**src/rtl/cfe_pkg.sv**
```systemverilog
`timescale 1ns / 1ps
// Shared types, constants and the byte-wide CRC-32 step for the envelope checker.
// Used by every module under rtl; depends on nothing else.
package cfe_pkg;

	localparam logic [31:0] CRC_POLY = 32'hedb88320;
	localparam logic [31:0] CRC_INIT = 32'hffffffff;
	localparam int unsigned HDR_LEN = 40;
	localparam int unsigned CRC_COVER = 36;
	localparam logic [26:0] PAY_MAX = 27'h7ffffff;
	localparam logic [26:0] MAX_PAYLOAD_RESET = 27'h4000000;
	localparam logic [31:0] EXP_VERSION_RESET = 32'd1;

	localparam logic [7:0] MAGIC [8] = '{8'h41, 8'h4e, 8'h54, 8'h43, 8'h48, 8'h4b, 8'h50, 8'h00};

	localparam logic [0:0] CFG_MAX_PAYLOAD = 1'b0;
	localparam logic [0:0] CFG_EXP_VERSION = 1'b1;

	typedef enum logic [2:0] {
		ST_OK,
		ST_OVERSIZE,
		ST_TRUNCATED,
		ST_BAD_MAGIC,
		ST_BAD_VERSION,
		ST_BAD_SEQ_LEN,
		ST_BAD_CRC
	} status_t;

	typedef struct packed {
		logic [7:0] data_byte;
		logic       has_byte;
		logic       is_last;
		logic       slot_tag;
	} item_t;

	typedef struct packed {
		status_t     status;
		logic [63:0] sequence_number;
		logic [63:0] saved_seconds;
		logic [26:0] payload_bytes;
		logic        slot_out;
	} result_t;

	function automatic logic [31:0] crc_byte(input logic [31:0] c, input logic [7:0] b);
		logic [31:0] x;
		x = c ^ {24'h000000, b};
		for (int k = 0; k < 8; k++) begin
			x = (x >> 1) ^ (CRC_POLY & {32{x[0]}});
		end
		return x;
	endfunction

	function automatic logic [63:0] put_lane(input logic [63:0] word, input logic [2:0] lane,
			input logic [7:0] b);
		logic [63:0] w;
		w = word;
		for (int i = 0; i < 8; i++) begin
			if (lane == 3'(i)) begin
				w[i*8 +: 8] = b;
			end
		end
		return w;
	endfunction

endpackage

```
**src/rtl/cfe_track.sv**
```systemverilog
`timescale 1ns / 1ps
// Per-file state of the envelope checker: byte counter, CRC-32, header capture
// and the final checks. Uses cfe_pkg for types, constants and the CRC step.
module cfe_track #(
	parameter int COUNT_BITS = 27
) (
	input  logic             clk,
	input  logic             arst_n,
	input  logic             step,
	input  cfe_pkg::item_t   item,
	input  logic [26:0]      max_payload,
	input  logic [31:0]      expected_version,
	output logic             res_valid,
	output cfe_pkg::result_t res
);

	localparam int CMP_W = (COUNT_BITS > 27) ? COUNT_BITS : 27;
	localparam logic [COUNT_BITS-1:0] CNT_MAX = '1;
	localparam logic [COUNT_BITS-1:0] HDR = COUNT_BITS'(cfe_pkg::HDR_LEN);
	localparam logic [COUNT_BITS-1:0] COVER = COUNT_BITS'(cfe_pkg::CRC_COVER);

	logic [COUNT_BITS-1:0] count_q, count_n, payload;
	logic [31:0]           crc_q, crc_n;
	logic                  magic_q, magic_n;
	logic [31:0]           version_q, version_n;
	logic [63:0]           seq_q, seq_n;
	logic [63:0]           secs_q, secs_n;
	logic [63:0]           len_q, len_n;
	logic [31:0]           stored_q, stored_n;
	logic                  slot_q, slot_n;
	logic                  started_q;
	logic [2:0]            lane;
	logic [CMP_W-1:0]      pay_w;
	cfe_pkg::status_t      status;

	always_comb begin
		count_n   = count_q;
		crc_n     = crc_q;
		magic_n   = magic_q;
		version_n = version_q;
		seq_n     = seq_q;
		secs_n    = secs_q;
		len_n     = len_q;
		stored_n  = stored_q;
		slot_n    = started_q ? slot_q : item.slot_tag;
		lane      = count_q[2:0];

		if (item.has_byte && count_q != CNT_MAX) begin
			if (count_q < COUNT_BITS'(8)) begin
				if (item.data_byte != cfe_pkg::MAGIC[lane]) begin
					magic_n = 1'b0;
				end
			end else if (count_q < COUNT_BITS'(12)) begin
				version_n = 32'(cfe_pkg::put_lane({32'h0, version_q}, {1'b0, lane[1:0]},
					item.data_byte));
			end else if (count_q < COUNT_BITS'(20)) begin
				seq_n = cfe_pkg::put_lane(seq_q, lane + 3'd4, item.data_byte);
			end else if (count_q < COUNT_BITS'(28)) begin
				secs_n = cfe_pkg::put_lane(secs_q, lane + 3'd4, item.data_byte);
			end else if (count_q < COVER) begin
				len_n = cfe_pkg::put_lane(len_q, lane + 3'd4, item.data_byte);
			end else if (count_q < HDR) begin
				stored_n = 32'(cfe_pkg::put_lane({32'h0, stored_q}, {1'b0, lane[1:0]},
					item.data_byte));
			end
			if (count_q < COVER || count_q >= HDR) begin
				crc_n = cfe_pkg::crc_byte(crc_q, item.data_byte);
			end
			count_n = count_q + COUNT_BITS'(1);
		end

		payload = (count_n >= HDR) ? count_n - HDR : '0;
		pay_w   = CMP_W'(payload);

		if (count_n == CNT_MAX || pay_w > CMP_W'(max_payload)) begin
			status = cfe_pkg::ST_OVERSIZE;
		end else if (count_n < HDR) begin
			status = cfe_pkg::ST_TRUNCATED;
		end else if (!magic_n) begin
			status = cfe_pkg::ST_BAD_MAGIC;
		end else if (version_n != expected_version) begin
			status = cfe_pkg::ST_BAD_VERSION;
		end else if (seq_n == 64'h0 || len_n != 64'(payload)) begin
			status = cfe_pkg::ST_BAD_SEQ_LEN;
		end else if (~crc_n != stored_n) begin
			status = cfe_pkg::ST_BAD_CRC;
		end else begin
			status = cfe_pkg::ST_OK;
		end

		res.status          = status;
		res.sequence_number = seq_n;
		res.saved_seconds   = secs_n;
		res.payload_bytes   = (pay_w > CMP_W'(cfe_pkg::PAY_MAX)) ? cfe_pkg::PAY_MAX : pay_w[26:0];
		res.slot_out        = slot_n;
	end

	assign res_valid = step && item.is_last;

	always_ff @(posedge clk or negedge arst_n) begin
		if (!arst_n) begin
			count_q   <= '0;
			crc_q     <= cfe_pkg::CRC_INIT;
			magic_q   <= 1'b1;
			version_q <= '0;
			seq_q     <= '0;
			secs_q    <= '0;
			len_q     <= '0;
			stored_q  <= '0;
			slot_q    <= 1'b0;
			started_q <= 1'b0;
		end else if (step) begin
			if (item.is_last) begin
				count_q   <= '0;
				crc_q     <= cfe_pkg::CRC_INIT;
				magic_q   <= 1'b1;
				version_q <= '0;
				seq_q     <= '0;
				secs_q    <= '0;
				len_q     <= '0;
				stored_q  <= '0;
				slot_q    <= 1'b0;
				started_q <= 1'b0;
			end else begin
				count_q   <= count_n;
				crc_q     <= crc_n;
				magic_q   <= magic_n;
				version_q <= version_n;
				seq_q     <= seq_n;
				secs_q    <= secs_n;
				len_q     <= len_n;
				stored_q  <= stored_n;
				slot_q    <= slot_n;
				started_q <= 1'b1;
			end
		end
	end

endmodule

```
**config.mk**
```make
export PLATFORM = sky130hd
export DESIGN_NAME = cfe_track
export DESIGN_NICKNAME = d
export VERILOG_FILES = /design/src/rtl/cfe_pkg.sv /design/src/rtl/cfe_track.sv
export SDC_FILE = /design/constraint.sdc
export NUM_CORES = 1
export LEC_CHECK = 0
export BUFFER_PORTS_ARGS = -buffer_cell sky130_fd_sc_hd__buf_2
export CORE_MARGIN = 1.5
export CORE_UTILIZATION = 35
export DETAILED_ROUTE_END_ITERATION = 6
export PLACE_DENSITY = 0.52
export SYNTH_ARGS = -nofsm -noshare
export SYNTH_HDL_FRONTEND = slang
export SYNTH_SLANG_ARGS = --single-unit
```
**constraint.sdc**
```tcl
create_clock -name clk -period 8.8 [get_ports clk]
set_input_delay 1.76 -clock clk [delete_from_list [all_inputs] [get_ports clk]]
set_output_delay 1.76 -clock clk [all_outputs]
set_load 0.02 [all_outputs]
```
==> run metrics, run 1 <==
die footprint 60100 um2; Num CTS Buffers 40; GR Overflow Total 0; Synth Area in Compound Gates 0.170; slew at the pin with the worst max-slew slack about 1.2 ns; Synth Flop Type dfrtp_1; # hold bufs at CTS 0; startpoint types register; Crit Path Category reg -> out; share of cells above drive strength 1 0.218; setup TNS 0 ns; final period demand of the worst path a little over 8 ns; CTS sink cnt between 300 and 400; post-CTS setup repair buffer count 0; Resized Gates After CTS 0; Synth top area share 0.347; peak supply drop between 0.0001 and 0.00015 V; Die H 245 um; top cells by area, synth dfrtp_1 (35%), mux2_2 (6.4%), a22o_1 (5.4%), nand2_1 (5.2%), mux2i_1 (5.0%); core area between 50000 and 60000 um2; Slew headroom 0.212; most frequent cells in the layout nand2_1 (286), dfrtp_1 (285), buf_2 (231); most common cell after layout, fill and taps aside nand2_1; Tcrit/Tclk final 0.936; r2r endpoint crc_q[22]; reg2reg path depth 10; clk root buf clkbuf_16; Antenna Nets Post-Route 0; clk slew on worst S/H paths around 0.070 ns; placed instance area 22500 um2; largest family of logic cells by synthesized area simple AND/OR/NAND/NOR gates; MaxCap Viol Count 0; TritonRoute pass-1 iters 5; EDFF count, synth 0; Post-Syn Nets 2363; LEAKAGE approximately 11 nW; RSZ-0062 raised after global routing no; initial core utilization 0.355; adder-cell area share of the yosys netlist 0.0201; f_max approximately 0.12 GHz; Hold/Removal Path Class reg -> reg; Post-Route Skew 0.0208 ns; mux cell area share after synthesis 0.113; Vias approximately 18000; CTS H-tree lvls 2; flop-to-flop setup slack ~4.8 ns; post-synthesis average cell area 9.10 um2; Hold Crit Start version_q[1]; PD cells around 180 nW/um2; register area share after synthesis 0.389; Global Route Usage Sum 0.251; DR vias/cell ~5.7; RR Startpoint count_q[18]; setup violators final 0; area grow syn2layout 15.7%; DRT iter0 DRCs around 1400; ys async rst share 1.00; CP Max Fanout 35; XOR/XNOR share of the synthesized area 0.0848; CTS tree yes; YS warnings 0; Fin. Hold Viols 0; post-detail-place hpwl between 50000 and 60000 um; Layout Nets 2543; Cell Area, Synth 20500 um2; Post-Synth Simple-Gate Area 0.178; Residual DRC 0; PortBufs roughly 230; WHS Path Cells 2; # IOs roughly 230; vias in the first global route 18472; synthesized netlist cell count between 2000 and 2500; FF+latch count, synth between 300 and 400; initial antenna violation count 5; Hold Path End version_q[1]; status complete, no violations; fin area 23800 um2; total wire length roughly 76000 um; largest net degree at the start of global routing around 160; Worst EP required between 7 and 8 ns; Site Rows 88; Worst Path Arrival approximately 6.5 ns; Worst-Skew Late Latency approximately 0.56 ns; Max clock buf depth 3; Slew Viols, Final 0; WL/cell 23.6 um; Netlist cell types ~90; wire length of the first global-routing pass around 120000 um; CP endpoint kind output pin; area leader, netlist dfrtp_1; chip width ~250 um; Final GP Congestion just over 0.9
[layout make-up]
class	count	area (um2)
multi-input combinational	1723	11700
fill	5768	34000
inverter	61	231
sequential	318	8000
antenna	2	5.00
tap	765	957
clock buffer	61	1180
clock inverter	10	83.8
timing repair buffer	293	1650
[worst max-delay path by stage]
stage,to,cells after the start,slack (ns),from
floorplan,res[157],23,0.81,item[2]
global placement,res[157],21,0.71,item[2]
detailed placement,res[157],21,0.67,item[2]
CTS,res[157],21,0.60,count_q[1]
global route,res[157],23,0.002,count_q[1]
finish,res[157],22,0.56,count_q[1]
[synth_stat cells, types with 8 or more instances]
library cell / n
o31ai_1: 10
mux2_2: 116
a21o_1: 12
or4_1: 12
clkbuf_1: 119
nor3_1: 32
dfrtp_1: 285
nor2_1: 163
nor4_1: 39
o21ai_1: 16
or3_1: 8
inv_1: 61
dfstp_2: 33
and4_1: 15
ha_1: 33
buf_2: 13
o2bb2ai_1: 11
o21ai_0: 174
a31oi_1: 12
buf_4: 11
a22o_1: 126
nand2b_1: 11
nand4_1: 49
buf_1: 8
a211oi_1: 10
xor2_1: 85
xnor2_1: 112
mux2i_1: 102
and2_1: 20
nand3_1: 52
a21oi_1: 80
nand2_1: 286
and3_1: 20
[power by group]
part / switching, mW / internal (mW) / total, mW
Clock: 0.671 / 0.953 / 1.62
Combinational: 0.668 / 0.419 / 1.09
Sequential: 0.0526 / 1.55 / 1.61
[cells by family after synthesis]
kind of cell | Yosys count
AND/OR/NAND/NOR | 751
AO/OA/AOI/OAI | 523
flip-flops | 318
multiplexers | 218
buffers and inverters | 216
XOR/XNOR | 198
adder cells (fa/ha/maj) | 33
[sequential cells by signal, indices dropped and copies added (netlist names)]
signal     count
magic_q        1
len_q         64
secs_q        64
slot_q         1
seq_q         64
version_q     32
crc_q         32
started_q      1
stored_q      32
count_q       27
[per-stage QoR]
step / cells / power (mW) / hold WS, ns / util / setup WS [ns]
final: 3233 / 4.32 / 0.479 / 0.411 / 0.560
after global routing: 3231 / 4.50 / 0.495 / 0.411 / 0.00246
after CTS: 3231 / 4.34 / 0.482 / 0.411 / 0.603
after detailed placement: 3160 / 2.70 / 0.471 / 0.389 / 0.666
after global placement: 3160 / 2.70 / 0.462 / 0.389 / 0.709
after floorplan: 2257 / 2.38 / 0.444 / - / 0.807
[metal layers]
layer | vias up | GRT usage | part of all wire
met5 | - | 0 | 0.00054
met4 | 6 | 0.0546 | 0.020
met3 | 103 | 0.0517 | 0.070
met2 | 645 | 0.397 | 0.45
met1 | 9181 | 0.351 | 0.46
li1 | 8458 | - | -
[worst max-delay path: stages, from the launching register on]
cell and delay (ns):
dfrtp_1 0.36, ha_1 0.51, nand4_1 0.30, nor4_1 0.50
buf_4 0.29, a211oi_1 0.11, xnor2_1 0.41, and2_1 0.24
and4_1 0.43, nand4_1 0.24, nor2_4 0.17, buf_4 0.36
nor2_1 0.10, ha_1 0.31, a21o_1 0.19, a21o_1 0.17
a21oi_1 0.18, o311ai_0 0.17, a41oi_1 0.20, o21ai_0 0.11
o21ai_0 0.16, a21boi_0 0.21, buf_2 0.19
(Power assumes the default switching activity.)
==> run 2, diff against run 1 <==
--- a/config.mk
+++ b/config.mk
@@ -9,7 +9,7 @@
 export CORE_MARGIN = 1.5
 export CORE_UTILIZATION = 35
 export DETAILED_ROUTE_END_ITERATION = 6
-export PLACE_DENSITY = 0.52
+export PLACE_DENSITY_LB_ADDON = 0.15
 export SYNTH_ARGS = -nofsm -noshare
 export SYNTH_HDL_FRONTEND = slang
 export SYNTH_SLANG_ARGS = --single-unit
==> run metrics, run 2 (same netlist as run 1, synthesis figures left out) <==
status complete, no violations; biggest regs len_q x64, secs_q x64, seq_q x64; setup violators final 0; # hold bufs at CTS 0; Hold/Removal Path Class reg -> reg; CTS H-tree lvls 2; Resized Gates After CTS 0; most common cell after layout, fill and taps aside nand2_1; PortBufs 232; Worst-Skew Late Latency approximately 0.57 ns; wire length of the first global-routing pass 116000 um; die footprint 60100 um2; startpoint types register; TritonRoute pass-1 iters 5; total power 4.36 mW; post-place setup slack 0.593 ns; Psw roughly 1.4 mW; largest net degree at the start of global routing roughly 150; clk slew on worst S/H paths ~0.060 ns; Global Route Usage Sum 0.251; DR vias/cell between 5 and 6; fin util 0.412; final period demand of the worst path ~8.3 ns; total wire length 76000 um; Site Rows 88; CP Max Fanout 23; Final GP Congestion around 0.9; setup TNS 0 ns; CTS tree yes; post-CTS setup repair buffer count 0; Tcrit/Tclk final 0.940; Fin. Hold Viols 0; DRT iter0 DRCs about 1200; share of cells above drive strength 1 0.219; # IOs 233; clock share of power 0.388; # fillers roughly 5800; initial core utilization 0.355; WL/cell approximately 24 um; RSZ-0062 raised after global routing no; CP endpoint kind output pin; CTS sink cnt between 300 and 400; area grow syn2layout 16.0%; post-detail-place hpwl approximately 53000 um; MaxCap Viol Count 0; Antenna Nets Post-Route 0; chip width between 200 and 250 um; Layout Nets between 2000 and 3000; Slew Viols, Final 0; Max clock buf depth 3; post-route worst setup slack 0.527 ns; internal power about 3 mW; Vias between 15000 and 20000; Num CTS Buffers 40; peak supply drop 0.000143 V; f_max 0.121 GHz; most frequent cells in the layout nand2_1 (286), dfrtp_1 (285), buf_2 (231); Crit Path Category reg -> out; Slew headroom 0.220; slew at the pin with the worst max-slew slack approximately 1.2 ns; Residual DRC 0; Worst EP required between 7 and 8 ns; Die H 245 um; Worst Path Arrival between 6 and 7 ns; GR Overflow Total 0; clk root buf clkbuf_16; core area roughly 58000 um2; Reg power frac 0.369; LEAKAGE approximately 11 nW; Post-Route Skew ~0.021 ns; Sw Ratio 0.317; vias in the first global route around 19000; combinational power share 0.243; PD cells roughly 180 nW/um2; initial antenna violation count 3; WHS 0.478 ns
-- run 2: cell count changes in the layout (fill, tap and decap cells not counted), sizes merged --
cell	change
clkbuf	+4
buf	-3
clkinv	-1
-- run 2: worst max-delay path: stages, from the launching register on --
cell,delay (ns)
dfrtp_1,0.70
ha_1,0.27
buf_4,0.21
and4_1,0.48
nand2_2,0.28
nor3_2,0.34
xnor2_1,0.29
and2_1,0.24
and4_1,0.43
nand4_1,0.23
nor2_4,0.29
buf_4,0.29
nor2_1,0.08
ha_1,0.29
a21o_1,0.19
a21o_1,0.17
a21oi_1,0.17
o311ai_0,0.15
a41oi_1,0.19
o21ai_0,0.10
o21ai_0,0.15
a21boi_0,0.21
buf_2,0.19
-- run 2: metal layers --
metal  global-route usage  routed length [um]
met2                0.397               34400
met3               0.0633                6180
met4               0.0757                2050
met1                0.336               33400
met5                    0                   0
-- run 2: area by class of cell --
type	count	area, um2	share of cell area
multi-input combinational	1723	11700	0.489
antenna	2	5.00	0.000210
clock buffer	65	1270	0.0532
clock inverter	9	90.1	0.00378
tap	765	957	0.0402
inverter	61	231	0.00971
sequential	318	8000	0.336
timing repair buffer	290	1630	0.0685
-- run 2: path summary, 6_finish.rpt --
path | startpoint | to | slack [ns] | cells after the start
setup / recovery | count_q[0] | res[157] | 0.53 | 22
hold / removal | stored_q[28] | stored_q[28] | 0.48 | 2
setup reg to reg | count_q[18] | secs_q[46] | 4.82 | 8
hold reg to reg | stored_q[28] | stored_q[28] | 0.48 | 2
max in group asynchronous | arst_n | count_q[23] | 6.08 | 2
min in group asynchronous | arst_n | secs_q[8] | 1.23 | 1
-- run 2: metrics by stage --
step	area, um2	instances
after floorplan	20500	2257
after global placement	22500	3157
after detailed placement	22500	3157
after CTS	23800	3231
after global routing	23800	3231
final	23800	3233
-- run 2: power groups by stage --
stage                     clock network [mW]  logic [mW]  registers (mW)
after global placement                     0        1.05            1.63
after global routing                    1.79        1.16            1.62
after detailed placement                   0        1.05            1.63
final                                   1.69        1.06            1.61
after floorplan                            0       0.767            1.62
after CTS                               1.73        1.06            1.61
==> run 3, diff against run 2 <==
--- a/config.mk
+++ b/config.mk
@@ -7,7 +7,7 @@
 export LEC_CHECK = 0
 export BUFFER_PORTS_ARGS = -buffer_cell sky130_fd_sc_hd__buf_2
 export CORE_MARGIN = 1.5
-export CORE_UTILIZATION = 35
+export CORE_UTILIZATION = 60
 export DETAILED_ROUTE_END_ITERATION = 6
 export PLACE_DENSITY_LB_ADDON = 0.15
 export SYNTH_ARGS = -nofsm -noshare
==> run metrics, run 3 (same netlist as run 1, synthesis figures left out) <==
Antenna Cells 0; most frequent cells in the layout nand2_1 (286), dfrtp_1 (285), buf_2 (231); peak supply drop between 0.00015 and 0.0002 V; Tcrit/Tclk final 0.954; CTS tree yes; Slew Viols, Final 0; PD cells between 150 and 200 nW/um2; wire length of the first global-routing pass around 110000 um; # hold bufs at CTS 0; Max clock buf depth 3; chip width ~190 um; Worst Path Arrival 6.64 ns; # fillers between 2000 and 3000; internal power about 2.8 mW; total wire length 68600 um; post-detail-place hpwl 46900 um; Crit Path Category in -> out; Hold/Removal Path Class reg -> reg; post-place setup slack 0.351 ns; core area approximately 34000 um2; RSZ-0062 raised after global routing no; vias in the first global route 18593; TritonRoute pass-1 iters 6; Site Rows 67; setup TNS 0 ns; LEAKAGE ~11 nW; GR Overflow Total 0; CTS H-tree lvls 2; initial core utilization 0.611; Final GP Congestion ~0.98; most common cell after layout, fill and taps aside nand2_1; die footprint ~35000 um2; Worst-Skew Late Latency around 0.57 ns; Post-Route Skew approximately 0.030 ns; largest net degree at the start of global routing 165; Fin. Hold Viols 0; Layout Nets roughly 2500; CP endpoint kind output pin; WL/cell 23.7 um; CP Max Fanout 24; # IOs 233; slew at the pin with the worst max-slew slack 1.18 ns; CTS sink cnt 318; initial antenna violation count 2; setup violators final 0; clock share of power 0.358; Vias 18856; status complete, no violations; biggest regs len_q x64, secs_q x64, seq_q x64; DRT iter0 DRCs approximately 2000; area grow syn2layout 12.7%; PortBufs around 230; final period demand of the worst path ~8.4 ns; post-route worst setup slack 0.404 ns; Die H about 190 um; Antenna Nets Post-Route 0; combinational power share 0.256; Reg power frac 0.386; Worst EP required between 7 and 8 ns; Global Route Usage Sum 0.386; Slew headroom 0.213; Psw between 1 and 1.5 mW; startpoint types input port; clk root buf clkbuf_16; Num CTS Buffers 36; f_max approximately 0.12 GHz; MaxCap Viol Count 0; DR vias/cell 6.52; Sw Ratio 0.324; Residual DRC 0; clk slew on worst S/H paths about 0.06 ns; share of cells above drive strength 1 0.213
[run 3: cell type report]
cell class                 instances  area [um2]  area share
timing repair buffer             276        1530      0.0660
tap                              448         561      0.0242
clock inverter                    11        95.1     0.00411
clock buffer                      53        1060      0.0460
inverter                          61         231      0.0100
multi-input combinational       1723       11700       0.504
sequential                       318        8000       0.346
[run 3: power groups by stage]
stage	sequential [mW]	clock (mW)	combinational, mW
final	1.60	1.49	1.06
after global routing	1.61	1.55	1.15
after CTS	1.60	1.50	1.05
after detailed placement	1.63	0	1.04
after global placement	1.63	0	1.02
after floorplan	1.62	0	0.767
[run 3: worst max-delay path, cell delays in order]
cell,delay (ns)
buf_2,0.22
nand4_1,0.28
or2_1,0.37
a211oi_1,0.27
xnor2_1,0.18
and2_1,0.22
and4_1,0.43
nand4_1,0.29
nor2_4,0.21
buf_4,0.27
nor2_1,0.08
ha_1,0.31
a21o_1,0.18
a21o_1,0.17
a21oi_1,0.20
o311ai_0,0.23
a41oi_1,0.24
o21ai_0,0.11
o21ai_0,0.20
a21boi_0,0.22
buf_2,0.18
[run 3: what timing repair did]
action,in CTS,in global routing
endpoints found under the hold margin,0,0
setup endpoints to repair,0,3
buffers inserted,0,2
resized for setup,0,1
[run 3: path summary, 6_finish.rpt]
path                            cells after the start         from          end  slack (ns)
worst max-delay path                               21      item[2]     res[157]        0.40
worst min-delay path                                2  stored_q[2]  stored_q[2]        0.48
worst min register to register                      2  stored_q[2]  stored_q[2]        0.48
min in group asynchronous                           1       arst_n    len_q[50]        1.17
max in group asynchronous                           2       arst_n   secs_q[50]        6.17
worst max register to register                      8  count_q[18]   secs_q[23]        4.87
[run 3: stage by stage]
step	power [mW]	utilization	area [um2]	hold WS, ns	std cells
after detailed placement	2.67	0.653	22000	0.469	2824
after floorplan	2.38	-	20500	0.444	2257
after CTS	4.14	0.688	23100	0.482	2888
final	4.16	0.688	23100	0.478	2890
after global routing	4.31	0.688	23100	0.506	2890
after global placement	2.65	0.653	22000	0.461	2824
[run 3: per-layer routing]
| metal | vias up | part of all wire | global-route usage |
|---|---|---|---|
| li1 | 8407 | - | - |
| met1 | 9243 | 0.40 | 0.503 |
| met2 | 1015 | 0.46 | 0.612 |
| met3 | 189 | 0.097 | 0.0917 |
| met4 | 2 | 0.044 | 0.172 |
| met5 | - | 0.00019 | 0 |
